## config.mk

```make
export PLATFORM = sky130hd
export DESIGN_NAME = push_button_dimmer_control
export DESIGN_NICKNAME = d
export VERILOG_FILES = /design/src/rtl/pbd_pkg.sv /design/src/rtl/pbd_channel.sv /design/src/rtl/push_button_dimmer_control.sv
export SDC_FILE = /design/constraint.sdc
export NUM_CORES = 1
export LEC_CHECK = 0
export ABC_CLOCK_PERIOD_IN_PS = 4400
export BUFFER_PORTS_ARGS = -buffer_cell sky130_fd_sc_hd__buf_2
export CORE_MARGIN = 1
export CORE_UTILIZATION = 35
export DETAILED_ROUTE_END_ITERATION = 8
export SKIP_LAST_GASP = 1
export SYNTH_ARGS = -nofsm -noshare
export SYNTH_HDL_FRONTEND = slang
export SYNTH_SLANG_ARGS = --single-unit
```

## constraint.sdc

```tcl
create_clock -name i_clk -period 4.4 [get_ports i_clk]
set_input_delay 0.44 -clock i_clk [delete_from_list [all_inputs] [get_ports i_clk]]
set_output_delay 0.44 -clock i_clk [all_outputs]
set_load 0.01 [all_outputs]
```

## src/rtl/pbd_pkg.sv

```systemverilog
// ----------------------------------------------------------------------------
// pbd_pkg
// shared types and constants of the push-button dimmer control
// ----------------------------------------------------------------------------
package pbd_pkg;

    localparam int CHANNELS     = 4;
    localparam int HOLD_W       = 9;
    localparam int LEVEL_W      = 8;
    localparam int LONG_W       = 8;
    localparam int RESEND_W     = 10;
    localparam int CFG_INDEX_W  = 2;
    localparam int CFG_DATA_W   = 10;

    localparam logic [HOLD_W-1:0]   HOLD_MAX    = '1;
    localparam logic [RESEND_W-1:0] RESEND_MAX  = '1;
    localparam logic [LEVEL_W-1:0]  FULL_LEVEL  = '1;

    localparam logic [LONG_W-1:0]   LONG_PRESS_RESET = LONG_W'(25);
    localparam logic [RESEND_W-1:0] RETRANSMIT_RESET = RESEND_W'(100);

    localparam logic [CFG_INDEX_W-1:0] REG_LONG_PRESS = CFG_INDEX_W'(0);
    localparam logic [CFG_INDEX_W-1:0] REG_RETRANSMIT = CFG_INDEX_W'(1);

    typedef struct packed {
        logic               changed;
        logic [LEVEL_W-1:0] level;
    } t_chan_status;

endpackage

```

## src/rtl/pbd_channel.sv

```systemverilog
// ----------------------------------------------------------------------------
// pbd_channel
// one light channel: hold counter, on flag and brightness, updated per tick
// ----------------------------------------------------------------------------
module pbd_channel (
    input  logic                         i_clk,
    input  logic                         i_rst_n,
    input  logic                         i_step,
    input  logic                         i_pressed,
    input  logic [pbd_pkg::LONG_W-1:0]   i_long_press,
    output pbd_pkg::t_chan_status        o_status
);

    logic [pbd_pkg::HOLD_W-1:0]  r_hold, n_hold;
    logic                        r_on, n_on;
    logic [pbd_pkg::LEVEL_W-1:0] r_bright, n_bright;
    logic                        changed;
    logic [pbd_pkg::HOLD_W-1:0]  hold_inc;
    logic [pbd_pkg::HOLD_W-1:0]  long_ext;

    assign long_ext = {{(pbd_pkg::HOLD_W-pbd_pkg::LONG_W){1'b0}}, i_long_press};
    assign hold_inc = (r_hold < pbd_pkg::HOLD_MAX) ? r_hold + 1'b1 : r_hold;

    always_comb begin
        n_hold   = r_hold;
        n_on     = r_on;
        n_bright = r_bright;
        changed  = 1'b0;
        if (i_pressed) begin
            n_hold = hold_inc;
            if (hold_inc > long_ext) begin
                if (r_bright != '0) begin
                    n_on     = 1'b1;
                    n_bright = r_bright - 1'b1;
                    changed  = 1'b1;
                end else begin
                    n_on = 1'b0;
                end
            end
        end else begin
            if ((r_hold != '0) && (r_hold <= long_ext)) begin
                n_on     = ~r_on;
                n_bright = pbd_pkg::FULL_LEVEL;
                changed  = 1'b1;
            end
            n_hold = '0;
        end
    end

    assign o_status.changed = changed;
    assign o_status.level   = n_on ? n_bright : '0;

    always_ff @(posedge i_clk) begin
        if (!i_rst_n) begin
            r_hold   <= '0;
            r_on     <= 1'b0;
            r_bright <= '0;
        end else if (i_step) begin
            r_hold   <= n_hold;
            r_on     <= n_on;
            r_bright <= n_bright;
        end
    end

endmodule

```

## src/rtl/push_button_dimmer_control.sv

```systemverilog
// ----------------------------------------------------------------------------
// push_button_dimmer_control
// four-channel toggle-and-fade dimmer; emits a level frame on change or
// when the retransmit count runs out
// ----------------------------------------------------------------------------
//  channel   direction  handshake                   payload
//  tick in   in         i_in_valid / o_in_ready     i_pressed_0..3
//  frame     out        o_out_valid / i_out_ready   o_level_0..3
//  config    in         i_cfg_we                    i_cfg_index, i_cfg_data
//
//  one word per cycle while the frame register is not stalled; a tick passes an
//  input register, then the channel update into the frame register.
//  a tick that causes no frame leaves no output word.
//  synchronous active-low reset clears all channel state and the counters.
//  a stalled frame holds the update stage; the input register still takes
//  one more word, if it is empty, before o_in_ready falls.
// ----------------------------------------------------------------------------
module push_button_dimmer_control (
    input  logic                              i_clk,
    input  logic                              i_rst_n,
    input  logic                              i_in_valid,
    output logic                              o_in_ready,
    input  logic                              i_pressed_0,
    input  logic                              i_pressed_1,
    input  logic                              i_pressed_2,
    input  logic                              i_pressed_3,
    output logic                              o_out_valid,
    input  logic                              i_out_ready,
    output logic [pbd_pkg::LEVEL_W-1:0]       o_level_0,
    output logic [pbd_pkg::LEVEL_W-1:0]       o_level_1,
    output logic [pbd_pkg::LEVEL_W-1:0]       o_level_2,
    output logic [pbd_pkg::LEVEL_W-1:0]       o_level_3,
    input  logic                              i_cfg_we,
    input  logic [pbd_pkg::CFG_INDEX_W-1:0]   i_cfg_index,
    input  logic [pbd_pkg::CFG_DATA_W-1:0]    i_cfg_data
);

    logic [pbd_pkg::LONG_W-1:0]    r_long_press;
    logic [pbd_pkg::RESEND_W-1:0]  r_retransmit;
    logic                          r_in_valid;
    logic [pbd_pkg::CHANNELS-1:0]  r_pressed;
    logic [pbd_pkg::RESEND_W-1:0]  r_resend, n_resend;
    logic                          r_out_valid;
    logic [pbd_pkg::LEVEL_W-1:0]   r_level [pbd_pkg::CHANNELS];
    pbd_pkg::t_chan_status         status  [pbd_pkg::CHANNELS];
    logic [pbd_pkg::CHANNELS-1:0]  chan_changed;
    logic                          out_free;
    logic                          step;
    logic                          send;

    // configuration registers
    always_ff @(posedge i_clk) begin
        if (!i_rst_n) begin
            r_long_press <= pbd_pkg::LONG_PRESS_RESET;
            r_retransmit <= pbd_pkg::RETRANSMIT_RESET;
        end else if (i_cfg_we) begin
            unique case (i_cfg_index)
                pbd_pkg::REG_LONG_PRESS: r_long_press <= i_cfg_data[pbd_pkg::LONG_W-1:0];
                pbd_pkg::REG_RETRANSMIT: r_retransmit <= i_cfg_data;
                default: ;
            endcase
        end
    end

    // handshake
    assign out_free   = ~r_out_valid | i_out_ready;
    assign step       = r_in_valid & out_free;
    assign o_in_ready = ~r_in_valid | step;

    // input register
    always_ff @(posedge i_clk) begin
        if (!i_rst_n) begin
            r_in_valid <= 1'b0;
        end else if (o_in_ready) begin
            r_in_valid <= i_in_valid;
        end
    end

    always_ff @(posedge i_clk) begin
        if (o_in_ready && i_in_valid) begin
            r_pressed <= {i_pressed_3, i_pressed_2, i_pressed_1, i_pressed_0};
        end
    end

    // channel updates
    for (genvar c = 0; c < pbd_pkg::CHANNELS; c++) begin : g_chan
        pbd_channel u_chan (
            .i_clk        (i_clk),
            .i_rst_n      (i_rst_n),
            .i_step       (step),
            .i_pressed    (r_pressed[c]),
            .i_long_press (r_long_press),
            .o_status     (status[c])
        );
        assign chan_changed[c] = status[c].changed;
    end

    // resend counter and frame decision
    assign n_resend = (r_resend < pbd_pkg::RESEND_MAX) ? r_resend + 1'b1 : r_resend;
    assign send     = (|chan_changed) || (n_resend > r_retransmit);

    always_ff @(posedge i_clk) begin
        if (!i_rst_n) begin
            r_resend <= '0;
        end else if (step) begin
            r_resend <= send ? '0 : n_resend;
        end
    end

    // frame register
    always_ff @(posedge i_clk) begin
        if (!i_rst_n) begin
            r_out_valid <= 1'b0;
        end else if (out_free) begin
            r_out_valid <= step & send;
        end
    end

    always_ff @(posedge i_clk) begin
        if (step && send) begin
            for (int c = 0; c < pbd_pkg::CHANNELS; c++) begin
                r_level[c] <= status[c].level;
            end
        end
    end

    assign o_out_valid = r_out_valid;
    assign o_level_0   = r_level[0];
    assign o_level_1   = r_level[1];
    assign o_level_2   = r_level[2];
    assign o_level_3   = r_level[3];

endmodule

```

==> results of run 1 <==
## layout make-up
cell class | count | area (um2) | area share (%)
multi-input combinational | 844 | 5680 | 53.9
sequential | 138 | 3120 | 29.6
clock buffer | 25 | 572 | 5.43
timing repair buffer | 78 | 463 | 4.39
tap | 330 | 413 | 3.92
inverter | 51 | 191 | 1.82
clock inverter | 7 | 93.8 | 0.890
## timing repair
item / in CTS / in global routing
buffers inserted: 0 / 0
hold endpoints to repair: 0 / 0
setup endpoints to repair: 0 / 30
resized for setup: 0 / 1
## path summary, 6_finish.rpt
path / from / end / slack, ps / cells after the start
max: g_chan[3].u_chan.r_hold[2] / r_level[3][0] / 370 / 13
max reg2reg: g_chan[3].u_chan.r_hold[2] / r_level[3][0] / 370 / 13
min: i_pressed_1 / r_pressed[1] / 180 / 1
min reg2reg: r_retransmit[3] / r_retransmit[3] / 460 / 2
## routing by layer
layer | track usage [%] | vias up | part of all wire, %
met2 | 31.8 | 202 | 46
met5 | 0 | - | 0
met1 | 24.6 | 3935 | 47
li1 | - | 4115 | -
met4 | 7.20 | 0 | 2.4
met3 | 3.54 | 47 | 4.2
## layout by cell type (no fill, tap or decap), drive strengths merged, types with 18 or more instances in the layout
cell type	n
dfxtp	102
nand2	102
nor2	99
a21oi	96
ha	91
buf	78
inv	52
nand3	44
o21ai	42
nor3	41
edfxtp	36
clkbuf	25
o211ai	23
and3	23
nand4	22
xnor2	20
a22oi	18
## cell families (layout without fill, tap and decap cells)
group	after synthesis	in the layout	synth area share (%)
muxes	11	11	1.26
adders and majority gates	91	91	12.4
buffers and inverters	100	161	4.37
DFF	138	138	33.9
AOI/OAI and AO/OA	305	305	23.0
and+or+nand+nor	405	405	22.0
xor gates and xnor gates	32	32	3.05
## registers in the layout, indices dropped and copies added, names as in the netlist
register and cells:
g_chan.u_chan.r_bright 32, g_chan.u_chan.r_hold 36, o_out_valid 1, g_chan.u_chan.r_on 4, r_retransmit 10, r_level 32
r_resend 10, r_pressed 4, r_long_press 8, r_in_valid 1
## metrics by stage
step | cells | utilization, % | area, um2 | hold WS [ps]
2_1_floorplan | 1082 | - | 9200 | 436
3_3_place_gp | 1441 | 38.7 | 9870 | 448
3_5_place_dp | 1441 | 38.7 | 9870 | 447
4_1_cts | 1473 | 41.4 | 10500 | 173
5_1_grt | 1473 | 41.4 | 10500 | 168
6_report | 1473 | 41.4 | 10500 | 184
## where the power goes
part	internal [mW]	leakage [nW]	switching (mW)	total, mW
logic	0.143	2.78	0.245	0.388
registers	1.34	1.17	0.0377	1.38
clock network	1.02	0.322	0.589	1.61
## worst reg2reg max path: stages (launching register included)
cell and delay, ps:
dfxtp_1 440, and2_1 170, o311a_1 250, nand3_1 180
or2_2 370, xnor2_1 140, ha_1 310, and3_1 180
or3b_2 460, o211ai_1 140, a21oi_1 160, a22oi_2 410
a31oi_4 280, buf_12 260
==> results.sh, run 1 <==
export IMPL_vdd_ir_drop_max_mv=0.199
export IMPL_area_growth_pct=14.6
export IMPL_drt_pass1_iter_count=6
export IMPL_n_antenna_cell=0
export IMPL_cts_buffers=17
export IMPL_power_mw=3.38
export IMPL_cpMaxStageDelayCell="or3b_2"
export IMPL_synth_top_cells_by_count="dfxtp_1 (102), nand2_1 (102), nor2_1 (99)"
export IMPL_io_buffers=54
export IMPL_synth_area_leaders="dfxtp_1 (22%), ha_1 (12%), edfxtp_1 (12%)"
export IMPL_finalHoldViolCount=0
export IMPL_worstPathCellList="and2_1, o311a_1, nand3_1, or2_2, xnor2_1, ha_1, and3_1, or3b_2, o211ai_1, a21oi_1, a22oi_2, a31oi_4, buf_12"
export IMPL_tightest_slew_ps=898
export IMPL_antenna_found_initial=0
export IMPL_postRouteAntennaNets=0
export IMPL_p_per_area_nw_per_um2=321
export IMPL_initial_core_util_pct=36.1
export IMPL_postSynth_asyncResetShare_pct=0
export IMPL_cp_slowest_stage_delay_ps=460
export IMPL_htree_levels=4
export IMPL_layout_min_cycle_time_ps=4030
export IMPL_drt_wl_total_um=24800
export IMPL_place_congestion=0.906
export IMPL_drv_cap=0
export IMPL_cp_num_buf_inv=1
export IMPL_cp_arrival_ps=4200
export IMPL_end_kind="register"
export IMPL_final_nets=1242
export IMPL_drc=0
export IMPL_seq_area_frac_synth_pct=33.9
export IMPL_finalSetupViolCount=0
export IMPL_ctsRootBufferMaster="clkbuf_16"
export IMPL_fp_dieH_um=164
export IMPL_hold_path_class="input pin to register"
export IMPL_io_pins=55
export IMPL_viasPerCell=5.63
export IMPL_clock_skew_ps=9.62
export IMPL_synth_edff_count=36
export IMPL_synth_distinct_cells=81
export IMPL_required_ps=4570
export IMPL_cp_max_fo=30
export IMPL_drive_above_1_share_pct=12.9
export IMPL_wl_per_cell_um=16.8
export IMPL_critPathLaunchType="register"
export IMPL_leakage_nw=4.27
export IMPL_syn_area_um2=9200
export IMPL_synth_top_flop_cell="dfxtp_1"
export IMPL_run_status="finished clean"
export IMPL_synth_largest_area_cell="dfxtp_1"
export IMPL_tritoncts="yes"
export IMPL_critPathTopFamily="simple AND/OR/NAND/NOR gates"
export IMPL_yosysWarnings=0
export IMPL_grt_pass1_vias=7983
export IMPL_fin_ws_ps=369
export IMPL_holdBufCountCts=0
export IMPL_rsz0062_at_grt="false"
export IMPL_synth_top_cell_area_share_pct=22.2
export IMPL_ys_ff_latch=138
export IMPL_clkLatencyLatePin_ps=430
export IMPL_drv_slew=0
export IMPL_synth_fp_nets=1194
export IMPL_clock_sinks=138
export IMPL_setup_tns_ps=0
export IMPL_place_hpwl_um=18000
export IMPL_grt_first_pass_wirelength_um=40400
export IMPL_syn_area_per_cell_um2=8.50
export IMPL_slew_headroom_pct=39.9
export IMPL_coreArea_um2=25500
export IMPL_grt_usage_pct=19.2
export IMPL_path_clk_slew_ps=60
export IMPL_clockBufferDepth=2
export IMPL_die_width_um=164
export IMPL_fp_row_count=58
export IMPL_fin_crit_sh_pct=91.6
export IMPL_worstSetupPathType="register to register"
export IMPL_dieArea_um2=26900
export IMPL_num_vias=8299
export IMPL_drtIter0Drc=557
export IMPL_grt_ovfl_total=0
export IMPL_grt_max_degree=42
export IMPL_fillers=2552
export IMPL_dp_slack_ps=364
export IMPL_synthCells=1082
export IMPL_clock_fmax_ghz=0.248
No activity file was read; power rests on OpenSTA's default activity.
==> run 2, diff against run 1 <==
--- a/config.mk
+++ b/config.mk
@@ -13,4 +13,5 @@
 export SKIP_LAST_GASP = 1
 export SYNTH_ARGS = -nofsm -noshare
 export SYNTH_HDL_FRONTEND = slang
+export SYNTH_HIERARCHICAL = 1
 export SYNTH_SLANG_ARGS = --single-unit
==> results.sh, run 2 <==
export IMPL_dieArea_um2=29700
export IMPL_drtIter0Drc=803
export IMPL_ctsRootBufferMaster="clkbuf_16"
export IMPL_postSynth_asyncResetShare_pct=0
export IMPL_worstSetupPathType="register to register"
export IMPL_syn_area_per_cell_um2=8.70
export IMPL_coreArea_um2=28600
export IMPL_antenna_found_initial=0
export IMPL_synthCells=1168
export IMPL_clock_fmax_ghz=0.243
export IMPL_reg2reg_slack_ps=290
export IMPL_drv_cap=0
export IMPL_area_growth_pct=12.6
export IMPL_clock_skew_ps=11.3
export IMPL_run_status="finished clean"
export IMPL_seq_area_um2=3120
export IMPL_seq_area_frac_synth_pct=30.7
export IMPL_synth_top_cells_by_count="nand2_1 (117), dfxtp_1 (102), ha_1 (91)"
export IMPL_clock_sinks=138
export IMPL_finalSetupViolCount=0
export IMPL_synth_area_leaders="dfxtp_1 (20%), ha_1 (11%), edfxtp_1 (11%)"
export IMPL_cp_num_buf_inv=1
export IMPL_final_cell_mix="nand2_1 (117), dfxtp_1 (102), ha_1 (91)"
export IMPL_htree_levels=4
export IMPL_tightest_slew_ps=939
export IMPL_initial_core_util_pct=35.5
export IMPL_synth_top_flop_cell="dfxtp_1"
export IMPL_synth_top_cell_area_share_pct=20.1
export IMPL_synth_largest_area_cell="dfxtp_1"
export IMPL_drt_pass1_iter_count=6
export IMPL_grt_first_pass_wirelength_um=42500
export IMPL_tritoncts="yes"
export IMPL_place_hpwl_um=18800
export IMPL_synth_fp_nets=1280
export IMPL_grt_usage_pct=18.0
export IMPL_hold_path_class="input pin to register"
export IMPL_fp_row_count=62
export IMPL_largest_reg_flops=36
export IMPL_cp_arrival_ps=4470
export IMPL_final_common_cell="nand2_1"
export IMPL_rr_worst_depth=15
export IMPL_holdPathEnd="r_pressed[1]"
export IMPL_ys_ff_latch=138
export IMPL_grt_ovfl_total=0
export IMPL_grt_max_degree=53
export IMPL_grt_pass1_vias=8370
export IMPL_yosysWarnings=6
export IMPL_postRouteAntennaNets=0
export IMPL_die_width_um=172
export IMPL_drc=0
export IMPL_cp_slowest_stage_delay_ps=450
export IMPL_synth_most_common_cell="nand2_1"
export IMPL_r2r_start="g_chan[2].u_chan/r_hold[4]"
export IMPL_critPathTopFamily="compound AO/OA/AOI/OAI gates"
export IMPL_layout_min_cycle_time_ps=4110
export IMPL_synth_distinct_cells=87
export IMPL_finalHoldViolCount=0
export IMPL_cts_buffers=17
export IMPL_clkLatencyLatePin_ps=430
export IMPL_drv_slew=0
export IMPL_drt_wl_total_um=26100
export IMPL_viasPerCell=5.45
export IMPL_wl_per_cell_um=16.1
export IMPL_dp_slack_ps=149
export IMPL_path_clk_slew_ps=70
export IMPL_final_nets=1331
export IMPL_io_pins=55
export IMPL_fin_crit_sh_pct=93.4
export IMPL_slew_headroom_pct=37.3
export IMPL_final_util_pct=40.0
export IMPL_worstPathCellList="and3_4, nand3_1, o2111ai_1, xnor2_1, ha_1, a22oi_1, o211ai_1, o211ai_2, a211oi_4, or2_2, nor4_1, buf_4, and3_1, o21ai_2, o21ai_0"
export IMPL_power_mw=3.04
export IMPL_fin_ws_ps=291
export IMPL_fp_dieH_um=172
export IMPL_syn_area_um2=10200
export IMPL_drive_above_1_share_pct=14.9
export IMPL_leakage_nw=4.51
export IMPL_end_kind="register"
export IMPL_required_ps=4760
export IMPL_cpMaxStageDelayCell="dfxtp_1"
export IMPL_place_congestion=0.908
export IMPL_top_register="g_chan.u_chan/r_hold"
export IMPL_min_from="i_pressed_1"
export IMPL_top_regs="g_chan.u_chan/r_hold x36, g_chan.u_chan/r_bright x32, r_level x32"
export IMPL_vdd_ir_drop_max_mv=0.178
export IMPL_fillers=2902
export IMPL_r2r_end="r_resend[3]"
export IMPL_worst_path_stages=15
export IMPL_clockBufferDepth=2
export IMPL_synth_edff_count=36
export IMPL_n_antenna_cell=0
export IMPL_cp_max_fo=6
export IMPL_num_vias=8802
export IMPL_p_per_area_nw_per_um2=265
export IMPL_io_buffers=54
export IMPL_hold_depth=1
export IMPL_multi_input_area_um2=6470
export IMPL_critPathLaunchType="register"
export IMPL_rsz0062_at_grt="true"
==> run 2: cell types whose count changed in the layout (fill, tap and decap cells not counted), moves of 12 or more <==
cell and change:
nor2b_1 +15, a21oi_1 -37, inv_1 +35, a21boi_0 +17, o21ai_0 +12, nor2_1 -48, a211oi_1 +16, nand2_1 +16
==> run 2: repair_timing <==
item	4_1_cts	5_1_grt
hold endpoints to repair	0	0
buffers inserted	0	0
endpoints found under the setup margin	0	32
gates resized for setup	0	1
hold buffers	0	0
==> run 2: worst max-delay path by stage <==
stage,slack [ps],end,startpoint
2_1_floorplan,250,r_level[0][0],g_chan[2].u_chan/r_hold[2]
3_3_place_gp,200,r_level[1][2],g_chan[2].u_chan/r_hold[4]
3_5_place_dp,150,r_level[1][2],g_chan[2].u_chan/r_hold[4]
4_1_cts,110,r_level[2][4],g_chan[2].u_chan/r_hold[4]
5_1_grt,-30,r_resend[2],g_chan[2].u_chan/r_hold[4]
6_report,290,r_resend[3],g_chan[2].u_chan/r_hold[4]
==> run 2: logic make-up (layout without fill, tap and decap cells) <==
kind of cell	after synthesis	in the layout	share of synthesized area, %
xor gates and xnor gates	35	35	3.02
adders and majority gates	91	91	11.2
AOI/OAI and AO/OA	335	336	25.2
muxes	15	15	1.66
DFF	138	138	30.7
buffers and inverters	136	199	5.91
and+or+nand+nor	418	418	22.3
==> run 2: power by group <==
part / internal (mW) / switching (mW)
registers: 1.32 / 0.0224
clock network: 0.794 / 0.592
logic: 0.111 / 0.192
total: 2.23 / 0.806
==> run 2: area by class of cell <==
| type | count | area share (%) |
|---|---|---|
| Multi-Input combinational cell | 895 | 56.5 |
| Timing Repair Buffer | 80 | 4.18 |
| Clock buffer | 21 | 4.22 |
| Inverter | 87 | 2.85 |
| Tap cell | 384 | 4.20 |
| Clock inverter | 11 | 0.722 |
| Sequential cell | 138 | 27.3 |
==> run 2: per-stage QoR <==
step                      instances  hold slack, ps  setup TNS (ps)  cell area (um2)
after CTS                      1615             167               0            11400
after global routing           1616             162           -48.9            11400
after global placement         1583             457               0            10900
final                          1616             182               0            11400
after floorplan                1168             443               0            10200
after detailed placement       1583             462               0            10900
==> run 2: routing by layer <==
| layer | share of wire (%) | global-route usage (%) | up-vias |
|---|---|---|---|
| li1 | - | - | 4462 |
| met1 | 50 | 24.8 | 4151 |
| met2 | 45 | 29.1 | 166 |
| met3 | 3.5 | 2.66 | 23 |
| met4 | 1.5 | 5.04 | 0 |
| met5 | 0 | 0 | - |
==> run 2: worst reg2reg max path, delay by kind of cell (launching register included) <==
family | cells | cell delay, ps
AOI/OAI and AO/OA | 7 | 1510
and+or+nand+nor | 5 | 1390
DFF | 1 | 450
adders and majority gates | 1 | 270
buffers and inverters | 1 | 270
xor gates and xnor gates | 1 | 170
==> run 3, diff against run 2 <==
--- a/config.mk
+++ b/config.mk
@@ -5,11 +5,12 @@
 export SDC_FILE = /design/constraint.sdc
 export NUM_CORES = 1
 export LEC_CHECK = 0
+export ABC_AREA = 1
 export ABC_CLOCK_PERIOD_IN_PS = 4400
-export BUFFER_PORTS_ARGS = -buffer_cell sky130_fd_sc_hd__buf_2
 export CORE_MARGIN = 1
 export CORE_UTILIZATION = 35
 export DETAILED_ROUTE_END_ITERATION = 8
+export DONT_BUFFER_PORTS = 1
 export SKIP_LAST_GASP = 1
 export SYNTH_ARGS = -nofsm -noshare
 export SYNTH_HDL_FRONTEND = slang
==> results.sh, run 3 <==
export IMPL_power_mw=3.16
export IMPL_dp_cells=1869
export IMPL_path_clk_slew_ps=60
export IMPL_layout_cells_non_filler=1901
export IMPL_rr_worst_depth=17
export IMPL_finalHoldViolCount=0
export IMPL_postSynth_asyncResetShare_pct=0
export IMPL_synth_most_common_cell="nand2_1"
export IMPL_setup_tns_ps=0
export IMPL_antenna_found_initial=1
export IMPL_post_cts_buffers=0
export IMPL_synth_distinct_cells=41
export IMPL_leakage_nw=5.43
export IMPL_largest_reg_flops=36
export IMPL_synth_top_cells_by_count="nand2_1 (455), inv_1 (187), nand3_1 (128)"
export IMPL_holdBufCountCts=0
export IMPL_tightest_slew_ps=605
export IMPL_r2r_end="r_level[0][2]"
export IMPL_tritoncts="yes"
export IMPL_grt_pass1_vias=8723
export IMPL_top_regs="g_chan.u_chan/r_hold x36, g_chan.u_chan/r_bright x32, r_level x32"
export IMPL_required_ps=4570
export IMPL_worstPathCellList="inv_2, nor3_4, nand3_2, nand2_1, nor2_1, xor2_1, ha_1, nand2_1, nor2_1, nand4_2, nand4_2, nand2_1, nor4_2, nand2_1, nand2_1, inv_1, buf_12"
export IMPL_synth_area_leaders="dfxtp_1 (20%), nand2_1 (17%), ha_1 (11%)"
export IMPL_place_hpwl_um=19200
export IMPL_clkLatencyLatePin_ps=430
export IMPL_layout_min_cycle_time_ps=3620
export IMPL_drv_cap=0
export IMPL_synthCells=1512
export IMPL_dieArea_um2=30200
export IMPL_drc=0
export IMPL_fp_row_count=62
export IMPL_place_congestion=0.877
export IMPL_clock_sinks=138
export IMPL_drive_above_1_share_pct=9.10
export IMPL_coreArea_um2=28900
export IMPL_rsz0062_at_grt="false"
export IMPL_fillers=3084
export IMPL_htree_levels=4
export IMPL_cp_arrival_ps=3780
export IMPL_grt_max_degree=41
export IMPL_final_common_cell="nand2_1"
export IMPL_grt_ovfl_total=0
export IMPL_postRouteAntennaNets=0
export IMPL_cts_buffers=17
export IMPL_reg2reg_slack_ps=780
export IMPL_critPathLaunchType="register"
export IMPL_num_vias=9403
export IMPL_synth_edff_count=36
export IMPL_clock_fmax_ghz=0.276
export IMPL_fp_dieH_um=174
export IMPL_final_cell_mix="nand2_1 (455), inv_1 (186), nand3_1 (128)"
export IMPL_drt_wl_total_um=26200
export IMPL_cpMostUsedCell="nand2_1"
export IMPL_syn_area_um2=10300
export IMPL_cpMaxStageDelayCell="dfxtp_1"
export IMPL_io_pins=55
export IMPL_grt_busiest_layer="met2"
export IMPL_yosysWarnings=6
export IMPL_initial_core_util_pct=35.7
export IMPL_fin_crit_sh_pct=82.2
export IMPL_holdPathEnd="r_pressed[1]"
export IMPL_drt_pass1_iter_count=8
export IMPL_end_kind="register"
export IMPL_synth_top_flop_cell="dfxtp_1"
export IMPL_worstSetupPathType="register to register"
export IMPL_critPathTopFamily="simple AND/OR/NAND/NOR gates"
export IMPL_syn_area_per_cell_um2=6.82
export IMPL_grt_usage_pct=17.9
export IMPL_hold_path_class="input pin to register"
export IMPL_final_util_pct=38.8
export IMPL_area_growth_pct=8.61
export IMPL_seq_area_frac_synth_pct=30.3
export IMPL_ys_ff_latch=138
export IMPL_die_width_um=174
export IMPL_clockBufferDepth=2
export IMPL_cp_num_buf_inv=3
export IMPL_cts_resized=0
export IMPL_min_from="i_pressed_1"
export IMPL_synth_fp_nets=1624
export IMPL_vdd_ir_drop_max_mv=0.215
export IMPL_fin_hold_ws_ps=103
export IMPL_top_register="g_chan.u_chan/r_hold"
export IMPL_cp_slowest_stage_delay_ps=510
export IMPL_cp_max_fo=32
export IMPL_run_status="finished clean"
export IMPL_wl_per_cell_um=13.8
export IMPL_grt_use_met2_pct=27.5
export IMPL_synth_top_cell_area_share_pct=19.8
export IMPL_viasPerCell=4.95
export IMPL_grt_first_pass_wirelength_um=43700
export IMPL_finalSetupViolCount=0
export IMPL_hold_depth=0
export IMPL_synth_largest_area_cell="dfxtp_1"
export IMPL_drtIter0Drc=814
export IMPL_r2r_start="g_chan[0].u_chan/r_hold[3]"
export IMPL_grt_util_met3_pct=3.05
export IMPL_use_met1_pct=25.1
export IMPL_ctsRootBufferMaster="clkbuf_16"
export IMPL_final_nets=1616
export IMPL_p_per_area_nw_per_um2=282
export IMPL_io_buffers=0
export IMPL_slew_headroom_pct=59.5
export IMPL_drv_slew=0
export IMPL_n_antenna_cell=0
export IMPL_clock_skew_ps=11.6
run 3: changes by cell type after synthesis, sizes merged, moves of 31 or more:
| cell | delta |
|---|---|
| inv | +112 |
| nand2 | +368 |
| a21oi | +66 |
| nor2 | +77 |
| nor3 | -40 |
| nand3 | +99 |
| a211oi | -31 |
run 3: layout make-up:
class | count | area [um2] | share of cell area, %
sequential | 138 | 3120 | 27.9
tap | 384 | 480 | 4.29
clock buffer | 19 | 433 | 3.86
multi-input combinational | 1133 | 6250 | 55.8
inverter | 210 | 790 | 7.05
clock inverter | 13 | 81.3 | 0.726
timing repair buffer | 4 | 42.5 | 0.380
run 3: where the power goes:
part	leakage, nW	switching [mW]	total (mW)	internal, mW
Combinational	3.98	0.322	0.482	0.160
Sequential	1.19	0.0478	1.39	1.34
Clock	0.249	0.571	1.28	0.712
Total	5.43	0.941	3.16	2.22
run 3: worst max-delay path by stage:
stage,start,to,slack (ps),depth (start not counted)
detailed placement,g_chan[0].u_chan/r_hold[3],r_level[2][4],800,17
CTS,g_chan[0].u_chan/r_hold[3],r_level[0][2],780,17
global placement,g_chan[0].u_chan/r_hold[3],r_level[2][4],870,17
global route,g_chan[1].u_chan/r_hold[3],r_level[0][2],480,21
finish,g_chan[0].u_chan/r_hold[3],r_level[0][2],780,17
floorplan,g_chan[2].u_chan/r_hold[5],r_level[0][0],850,22
run 3: metal layers:
| metal | part of all wire (%) | wire length, um |
|---|---|---|
| met5 | 0.046 | 12 |
| met3 | 4.4 | 1170 |
| met4 | 1.9 | 505 |
| met1 | 50 | 13100 |
| met2 | 44 | 11500 |
run 3: kinds of logic (layout without fill, tap and decap cells):
kind of cell | after synthesis | count (layout) | share of synthesized area (%)
and+or+nand+nor | 834 | 834 | 37.9
buffers and inverters | 241 | 246 | 9.16
AOI/OAI and AO/OA | 178 | 178 | 9.11
DFF | 138 | 138 | 30.3
adders and majority gates | 91 | 91 | 11.0
xor gates and xnor gates | 30 | 30 | 2.55
run 3: stage by stage:
step	setup WS, ps	area, um2
global placement	866	10700
CTS	777	11200
finish	781	11200
detailed placement	801	10700
global route	481	11200
floorplan	849	10300
